$ cat config.mk
export PLATFORM = sky130hd
export DESIGN_NAME = hmis_cell
export DESIGN_NICKNAME = d
export VERILOG_FILES = /design/src/hmis_pkg.sv /design/src/hmis_cell.sv
export SDC_FILE = /design/constraint.sdc
export NUM_CORES = 1
export LEC_CHECK = 0
export BUFFER_PORTS_ARGS = -buffer_cell sky130_fd_sc_hd__buf_2
export CORE_MARGIN = 10
export CORE_UTILIZATION = 40
export CTS_BUF_LIST = sky130_fd_sc_hd__clkbuf_4
export DETAILED_ROUTE_END_ITERATION = 7
export GPL_ROUTABILITY_DRIVEN = 0
export GPL_TIMING_DRIVEN = 1
export MAX_ROUTING_LAYER = met4
export PLACE_DENSITY_LB_ADDON = 0.2
export REMOVE_ABC_BUFFERS = 1
export SLEW_MARGIN = 20
export SYNTH_ARGS = -nofsm -noshare
export SYNTH_HDL_FRONTEND = slang
export SYNTH_SLANG_ARGS = --single-unit
$ cat constraint.sdc
create_clock -name i_clk -period 2.95 [get_ports i_clk]
set_input_delay 0 -clock i_clk [delete_from_list [all_inputs] [get_ports i_clk]]
set_output_delay 0 -clock i_clk [all_outputs]
set_load 0.005 [all_outputs]
$ cat src/hmis_pkg.sv
// Shared types and constants for the hybrid merge insertion sorter.
`default_nettype none

package hmis_pkg;

    localparam int unsigned DATA_W   = 32;
    localparam int unsigned THRESH_W = 7;
    localparam int unsigned CFG_W    = 32;
    localparam int unsigned PADDR_W  = 3;

    localparam logic [THRESH_W-1:0] THRESH_RESET = THRESH_W'(16);

    typedef enum logic [0:0] {
        REG_THRESHOLD = 1'b0
    } t_reg_idx;

    typedef enum logic [0:0] {
        ST_LOAD  = 1'b0,
        ST_DRAIN = 1'b1
    } t_state;

    typedef struct packed {
        logic ins;
        logic shl;
    } t_cell_ctrl;

endpackage

`default_nettype wire

$ cat src/hmis_cell.sv
// One sorting cell: holds a value, inserts in order or shifts towards the head.
`default_nettype none

module hmis_cell (
    input  wire                                     i_clk,
    input  wire                                     i_rst_n,
    input  wire hmis_pkg::t_cell_ctrl               i_ctrl,
    input  wire logic signed [hmis_pkg::DATA_W-1:0] i_new,
    input  wire logic signed [hmis_pkg::DATA_W-1:0] i_left_val,
    input  wire                                     i_left_valid,
    input  wire                                     i_left_take,
    input  wire logic signed [hmis_pkg::DATA_W-1:0] i_right_val,
    input  wire                                     i_right_valid,
    output logic signed [hmis_pkg::DATA_W-1:0]      o_val,
    output logic                                    o_valid,
    output logic                                    o_take
);
    import hmis_pkg::*;

    logic signed [DATA_W-1:0] r_val;
    logic signed [DATA_W-1:0] n_val;
    logic                     r_valid;
    logic                     n_valid;

    // empty cells act as +infinity, so the take flags stay monotonic
    assign o_take = !r_valid || (i_new < r_val);

    always_comb begin
        n_val   = r_val;
        n_valid = r_valid;
        if (i_ctrl.ins && o_take) begin
            if (i_left_take) begin
                n_val   = i_left_val;
                n_valid = i_left_valid;
            end else begin
                n_val   = i_new;
                n_valid = 1'b1;
            end
        end else if (i_ctrl.shl) begin
            n_val   = i_right_val;
            n_valid = i_right_valid;
        end
    end

    always_ff @(posedge i_clk) begin
        if (!i_rst_n) begin
            r_valid <= 1'b0;
        end else begin
            r_valid <= n_valid;
        end
    end

    always_ff @(posedge i_clk) begin
        r_val <= n_val;
    end

    assign o_val   = r_val;
    assign o_valid = r_valid;

endmodule

`default_nettype wire

* Word level (Yosys, flattened, before mapping) *
Cells that the tools add are included.

storage, ports and cells
  register bits = 33
  bits of input ports = 103
  output and inout bits = 34
  logic and storage cells = 13

cells by class
  order comparisons = 1
  mux-type cells = 6
  reduce and logical (&&, ||, !) cells = 4

operator list
  operator                     number
  32-bit 2-to-1 mux            3
  32-bit less-than comparator  1
  1-bit 2-to-1 mux             3
  2-bit nonzero test           1
  1-bit logical AND            1
  1-bit zero test              1
  1-bit logical OR             1

* Depth between registers and ports, before layout *
Gate-level depths: netlist of run 1.

  depth in word-level cells = 4
  depth in mapped cells = 9
  gate-level depth less buffers = 8

* Worst setup path after synthesis of run 1 *
No wires, ideal clock.

  path type = flip-flop to flip-flop
  start = register r_val[30], in the netlist o_val[30]
  end = register r_val[0], in the netlist o_val[0] (enable)
  data required time = 2.575 ns
  path buffers = 1
  arrival = 2.429 ns
  slack = 0.146 ns
  setup time = 0.375 ns
  clock period less this slack = 2.804 ns
  stages on the path, launching flop included = 10
  cell sequence = edfxtp_1 -> inv_1 -> ha_1 -> a21oi_1 -> nand2_1 -> a221oi_2 -> nand4_1 -> o221ai_4 -> buf_12 -> or2_2

on the way
  word-level cells in the longest chain between the ends = 4

ends and longest elaborated chain
  element                              line             RTL
  start: declaration                   hmis_cell.sv:20  logic signed [DATA_W-1:0] r_val;
  start signal: assignment             hmis_cell.sv:54  r_val <= n_val;
  32-bit less-than comparator          hmis_cell.sv:26  assign o_take = !r_valid || (i_new < r_val);
  1-bit logical OR                     hmis_cell.sv:26
  1-bit logical AND                    hmis_cell.sv:31  if (i_ctrl.ins && o_take) begin
  2-bit nonzero test (no source line)  n/a

No other way between the ends.
A chain may end at the register's enable or synchronous reset.

* Worst setup path in the final report of run 1 *
  start = register r_val[19], in the netlist o_val[19]
  end = register r_val[1], in the netlist o_val[1] (data pin)

on the way
  word-level cells in the longest chain between the ends = 4

ends and longest elaborated chain
  element                      line             RTL
  32-bit less-than comparator  hmis_cell.sv:26
  1-bit logical OR             hmis_cell.sv:26
  1-bit logical AND            hmis_cell.sv:31
  32-bit 2-to-1 mux            hmis_cell.sv:31
  named net n_val[1]           hmis_cell.sv:21  logic signed [DATA_W-1:0] n_val;

The timed path passes the listed nets, and every way through them passes these cells.

==> key figures, run 1 <==
Logic synthesis
  – Largest family of logic cells by synthesized area: multiplexers
  – Top cells by area, synth: edfxtp_1 34%, mux2_4 15%, mux2_2 14%
  – Post-synthesis average cell area: 12.2 µm²
  – XOR/XNOR Fraction of Synth Area: 0%
  – Post-Synth Simple-Gate Area: 5.65%
  – Cell variety after synth: 34
  – #FFs+latches synth: 33
  – Leading area contributor after synthesis: edfxtp_1
  – Sequential fraction of the synthesis area: 34.9%
  – FFs w/ async S/R, synth: 0%
  – Mapped Area: 2810 µm²
  – YS warnings: 0
  – Mux cell area share after synthesis: 29.7%
  – Most frequent cells after synthesis: 36 x mux2_2, 35 x inv_1, 32 x edfxtp_1
  – Synth Area in Adders: 13.8%
  – Prevailing post-synth register cell: edfxtp_1
  – EDFF count, synth: 32
  – Post-Synthesis Cells: 230
  – Post-synth top area share: 34.1%
  – Most common cell in the synthesized netlist: mux2_2
  – Compound-gate portion of the synthesized area: 8.05%

Clock network
  – Clock Path Buffers: 2
  – CTS Buf Count: 5
  – Num Clock Sinks: 33
  – H-tree depth: 2
  – Worst-path clk slew: 0.11 ns
  – Clock latency on the worst-skew pair: 0.33 ns
  – Root buffer cell: clkbuf_4
  – CTS tree: built
  – Post-CTS Setup Bufs: 0

Pwr
  – Leakage power: 1.99 nW
  – PnR Total Power: 0.00192 W
  – Pwr dens: 487 nW/µm²
  – Max VDD drop: 0.000198 V

Detailed routing
  – Vias per cell: 4.67
  – WL final: 7.64 mm
  – Wire per inst: 15.3 µm
  – ANT nets after route: 0
  – Residual DRC: 0
  – Drt first pass iters: 4
  – Initial DRC Count: 37
  – Routed vias: 2329

Worst setup path
  – CP cell instances: inv_1, ha_1, a21oi_1, o21ai_0, a221oi_2, nand4_1, o221ai_4, buf_12, mux2_2
  – Arrival time worst endpoint: 2.82 ns
  – CP bufs+invs: 2
  – Worst-case reg-to-reg path depth: 9
  – CP top delay family: compound AO/OA/AOI/OAI gates
  – CP startpoint: o_val[19]
  – CP Launch Type: register
  – Largest fanout on the critical path: 33
  – Worst R2R End: o_val[1]
  – Worst path max stage delay: 0.39 ns
  – End of the critical path: o_val[1]
  – Critical Path RT: 3.05 ns
  – CP Depth: 9
  – CP Class: register to register
  – Critical path's slowest cell: edfxtp_1
  – Reg-to-reg startpoint: o_val[19]
  – R2R Setup Slk: 0.23 ns
  – CP Capture Type: register

Worst hold path
  – Worst Hold Class: primary input to register

Global routing
  – Final global-route overflow total: 0
  – Largest net degree at the start of global routing: 34
  – Initial antenna violation count: 1
  – Vias in the first global route: 2633
  – Tot GR Track Use: 14.1%
  – First-pass GRT wire length: 12.3 mm

Final layout
  – Fin area: 3940 µm²
  – Share of layout cells above drive strength 1: 54.5%
  – Layout area overhead: 40.1%
  – Fin nets: 535
  – Fillers: 620
  – Area of the multi-input gates: 1610 µm²
  – Register Area: 981 µm²
  – Core Util, Final: 57.7%

STA
  – Setup Viol. Count Final: 0
  – Max Fclk: 0.367 GHz
  – Unrepaired setup endpoints after global routing: no
  – Worst-case clock skew: 0.0147 ns
  – Final Slew Violations: 0
  – Max_slew headroom: 47.9%
  – Final TNS setup: 0 ns
  – Final hold vios: 0
  – Final period util: 92.4%
  – Minimum clock period: 2.72 ns
  – Slew @ Worst Pin: 0.782 ns
  – Fin worst setup slack: 0.225 ns

Place
  – Hpwl dp: 5.96 mm
  – Dpl cell area: 3550 µm²
  – Pre-CTS WS: 0.105 ns
  – IO Port Bufs: 136

Die
  – Top Ports: 137
  – Die width: 104 µm
  – Core box area: 6830 µm²
  – Die area: 10800 µm²
  – Initial Util: 41.2%
  – Die Span Y: 104 µm
  – Row count: 30

Flow run
  – Max Cap Viol: 0

Outcome
  – Outcome: finished clean
-- how the worst min path moves through the flow --
stage / from / end / slack, ns / cells past startpoint
CTS: i_left_valid / o_valid / 0.02 / 3
global placement: i_rst_n / o_valid / 0.23 / 3
finish: i_left_valid / o_valid / 0.03 / 3
floorplan: i_rst_n / o_valid / 0.13 / 2
detailed placement: i_rst_n / o_valid / 0.24 / 3
global route: i_left_valid / o_valid / 0.03 / 3
-- registers in the layout (all words and copies together) (netlist names) --
name / count
o_val: 32
o_valid: 1
-- cell type report --
class / instances / share of cell area (%)
Antenna cell: 1 / 0.0635
Sequential cell: 33 / 24.9
Tap cell: 96 / 3.05
Clock inverter: 1 / 0.0952
Multi-Input combinational cell: 155 / 40.9
Clock buffer: 7 / 1.33
Timing Repair Buffer: 171 / 26.3
Inverter: 35 / 3.33
-- through the flow --
step | hold slack, ns | instances
4_1_cts | 0.0195 | 498
3_3_place_gp | 0.233 | 457
5_1_grt | 0.0285 | 499
6_report | 0.0257 | 499
2_1_floorplan | 0.126 | 223
3_5_place_dp | 0.237 | 457
-- cell families (layout without fill, tap and decap cells) --
family | after synthesis | after routing
buffers and inverters | 42 | 214
AO/OA/AOI/OAI | 30 | 30
adder cells (fa/ha/maj) | 31 | 31
multiplexers | 65 | 65
AND/OR/NAND/NOR | 29 | 29
other | 0 | 1
flip-flops | 33 | 33
-- worst register-to-register path, stage by stage, from the launching register on --
cell and delay (ns):
edfxtp_1 0.39, inv_1 0.07, ha_1 0.23, a21oi_1 0.15
o21ai_0 0.13, a221oi_2 0.37, nand4_1 0.22, o221ai_4 0.23
buf_12 0.28, mux2_2 0.42
-- power breakdown --
part           internal (W)  switching, W
combinational      0.000506      0.000426
sequential         0.000671     0.0000534
clock              0.000110      0.000153
total               0.00129      0.000632
-- placed cells by master (no fill, tap or decap), types with 2 or more instances in the layout --
cell type	instances
clkbuf_4	7
edfxtp_1	32
mux2_4	28
ha_1	31
a221oi_2	2
dlygate4sd3_1	33
nor2_1	3
mux2_2	36
nand4_1	5
buf_2	136
inv_1	35
o21ai_0	6
nand3_1	3
a21oi_1	12
nand2_1	11
-- per-layer routing --
metal / vias up / part of all wire, % / global-route usage (%)
li1: 1189 / - / -
met1: 1035 / 44 / 16.1
met2: 95 / 47 / 23.2
met3: 10 / 7.0 / 4.71
met4: 0 / 1.7 / 3.98
met5: - / 0 / -
-- repair_timing --
| item | CTS | global route |
|---|---|---|
| gates resized for setup | 0 | 1 |
| endpoints found under the hold margin | 33 | 0 |
| hold buffers | 33 | 0 |
| setup endpoints to repair | 0 | 32 |
Note: power is estimated with default switching activity, not from simulation.
==> run 2, diff against run 1 <==
--- a/config.mk
+++ b/config.mk
@@ -6,7 +6,7 @@
 export NUM_CORES = 1
 export LEC_CHECK = 0
 export BUFFER_PORTS_ARGS = -buffer_cell sky130_fd_sc_hd__buf_2
-export CORE_MARGIN = 10
+export CORE_MARGIN = 4
 export CORE_UTILIZATION = 40
 export CTS_BUF_LIST = sky130_fd_sc_hd__clkbuf_4
 export DETAILED_ROUTE_END_ITERATION = 7
==> run 2 against run 1 <==
  * Sequential cell count did not move
  * Largest cell class unchanged
  * Clock skew fell by 0.0049 ns
  * Hold slack improved by 0.0078 ns
  * Critical path type unchanged
  * Combinational power fell by 0.5%
==> key figures, run 2 (synthesized netlist as in run 1, its figures left out) <==
Detailed routing
  – Initial DRC Count: 34 (was 37)
  – Max layer used: met4 (unchanged)
  – Residual DRC: 0 (unchanged)
  – Wire per inst: 14.0 µm (was 15.3 µm)
  – Routed vias: 2327 (was 2329)
  – WL met1: 2.92 mm (was 3.37 mm)
  – Drt first pass iters: 3 (was 4)
  – ANT nets after route: 0 (unchanged)
  – Metal3 WL: 483 µm (was 535 µm)
  – Met2 wire length: 3.57 mm (was 3.60 mm)
  – Vias per cell: 4.65 (was 4.67)
  – WL final: 7.01 mm (was 7.64 mm)

Worst setup path
  – Arrival time worst endpoint: 2.82 ns (about the same)
  – Largest fanout on the critical path: 15 (was 33)
  – CP Capture Type: register (unchanged)
  – Critical Path RT: 3.03 ns (was 3.05 ns)
  – CP Class: register to register (unchanged)
  – CP Launch Type: register (unchanged)

Final layout
  – Share of layout cells above drive strength 1: 54.7% (was 54.5%)
  – Antenna diodes: 0 (was 1)
  – Layout area overhead: 40.1% (unchanged)
  – Fin nets: 537 (was 535)
  – Commonest cells after routing, fill and taps aside: 136 x buf_2, 36 x mux2_2, 35 x inv_1, 33 x dlygate4sd3_1, 32 x edfxtp_1 (unchanged)
  – Fillers: 614 (was 620)
  – Core Util, Final: 57.7% (unchanged)
  – Fin area: 3940 µm² (unchanged)
  – Most common cell after layout, fill and taps aside: buf_2 (unchanged)
  – Non-Filler Instances: 500 (was 499)
  – Max FFs per register: 32 (unchanged)

Clock network
  – CTS Buf Count: 5 (unchanged)
  – Num Clock Sinks: 33 (unchanged)
  – Clock latency on the worst-skew pair: 0.33 ns (about the same)
  – CTS tree: built (unchanged)
  – Clock Path Buffers: 2 (unchanged)
  – Root buffer cell: clkbuf_4 (unchanged)
  – Worst-path clk slew: 0.09 ns (was 0.11 ns)
  – H-tree depth: 2 (unchanged)

Pwr
  – Leakage power: 1.99 nW (about the same)
  – Pwr dens: 485 nW/µm² (was 487 nW/µm²)
  – Max VDD drop: 0.000203 V (was 0.000198 V)

Place
  – Post-placement cell count: 459 (was 457)
  – IO Port Bufs: 136 (unchanged)
  – Dpl cell area: 3550 µm² (about the same)
  – Hpwl dp: 5.31 mm (was 5.96 mm)

STA
  – Slew @ Worst Pin: 0.821 ns (was 0.782 ns)
  – Max_slew headroom: 45.2% (was 47.9%)
  – Final Slew Violations: 0 (unchanged)
  – Worst-case clock skew: 0.00981 ns (was 0.0147 ns)
  – Final hold vios: 0 (unchanged)
  – Max Fclk: 0.365 GHz (was 0.367 GHz)
  – Setup Viol. Count Final: 0 (unchanged)
  – Minimum clock period: 2.74 ns (was 2.72 ns)
  – Final period util: 92.9% (was 92.4%)
  – Final TNS setup: 0 ns (unchanged)

Global routing
  – Tot GR Track Use: 17.3% (was 14.1%)
  – Largest net degree at the start of global routing: 34 (unchanged)
  – Final global-route overflow total: 0 (unchanged)
  – Vias in the first global route: 2529 (was 2633)
  – Initial antenna violation count: 0 (was 1)
  – First-pass GRT wire length: 11.3 mm (was 12.3 mm)

Die
  – Die area: 8440 µm² (was 10800 µm²)
  – Row count: 30 (unchanged)
  – Initial Util: 41.2% (unchanged)
  – Die Span Y: 91.9 µm (was 104 µm)
  – Core box area: 6830 µm² (unchanged)
  – Die width: 91.9 µm (was 104 µm)
  – Top Ports: 137 (unchanged)

Outcome
  – Outcome: finished clean (unchanged)

Worst hold path
  – Worst Hold Class: primary input to register (unchanged)

Flow run
  – Max Cap Viol: 0 (unchanged)
## run 2: what timing repair did
| item | CTS | global route |
|---|---|---|
| buffers inserted | 0 | 0 |
| endpoints found under the hold margin | 33 | 0 |
| setup endpoints to repair | 0 | 32 |
| hold buffers | 33 | 0 |
| resized for setup | 0 | 1 |
## run 2: per-stage QoR
| step | total power (W) | hold slack, ns | setup WS (ns) |
|---|---|---|---|
| 2_1_floorplan | 0.00131 | 0.126 | -0.425 |
| 3_3_place_gp | 0.00162 | 0.257 | 0.156 |
| 3_5_place_dp | 0.00164 | 0.256 | 0.106 |
| 4_1_cts | 0.00194 | 0.00809 | 0.0885 |
| 5_1_grt | 0.00208 | 0.00169 | -0.00488 |
| 6_report | 0.00191 | 0.0335 | 0.209 |
## run 2: report_power, final
part	leakage, nW	switching (W)	internal, W
logic	1.62	0.000421	0.000505
clock network	0.0338	0.000147	0.000110
registers	0.334	0.0000556	0.000671
total	1.99	0.000624	0.00129
## run 2: routing by layer
metal | vias up | track usage, %
met5 | - | -
met4 | 0 | 3.47
met3 | 4 | 3.86
met2 | 88 | 31.5
met1 | 1044 | 19.5
li1 | 1191 | -
## run 2: critical path, cell delays in order, from the launching register on
cell	delay, ns
edfxtp_1	0.35
inv_1	0.04
ha_1	0.30
nand4_1	0.16
nor4_2	0.37
a221oi_2	0.14
a211o_2	0.35
o221ai_4	0.08
buf_4	0.33
mux2_2	0.37
## run 2: path summary, 6_finish.rpt
path	from	to	slack, ns	depth (start not counted)
max	o_val[27]	o_val[2]	0.21	9
min	i_left_valid	o_valid	0.03	3
max reg2reg	o_val[27]	o_val[2]	0.21	9
min reg2reg	o_valid	o_valid	0.76	2
## run 2: area by class of cell
cell class | count | area, µm² | area share, %
flip-flops and latches | 33 | 981 | 24.9
clock inverters | 1 | 3.75 | 0.0952
well taps | 96 | 120 | 3.05
repair buffers | 173 | 1040 | 26.4
inverters | 35 | 131 | 3.33
clock buffers | 7 | 52.6 | 1.33
multi-input cells | 155 | 1610 | 40.9
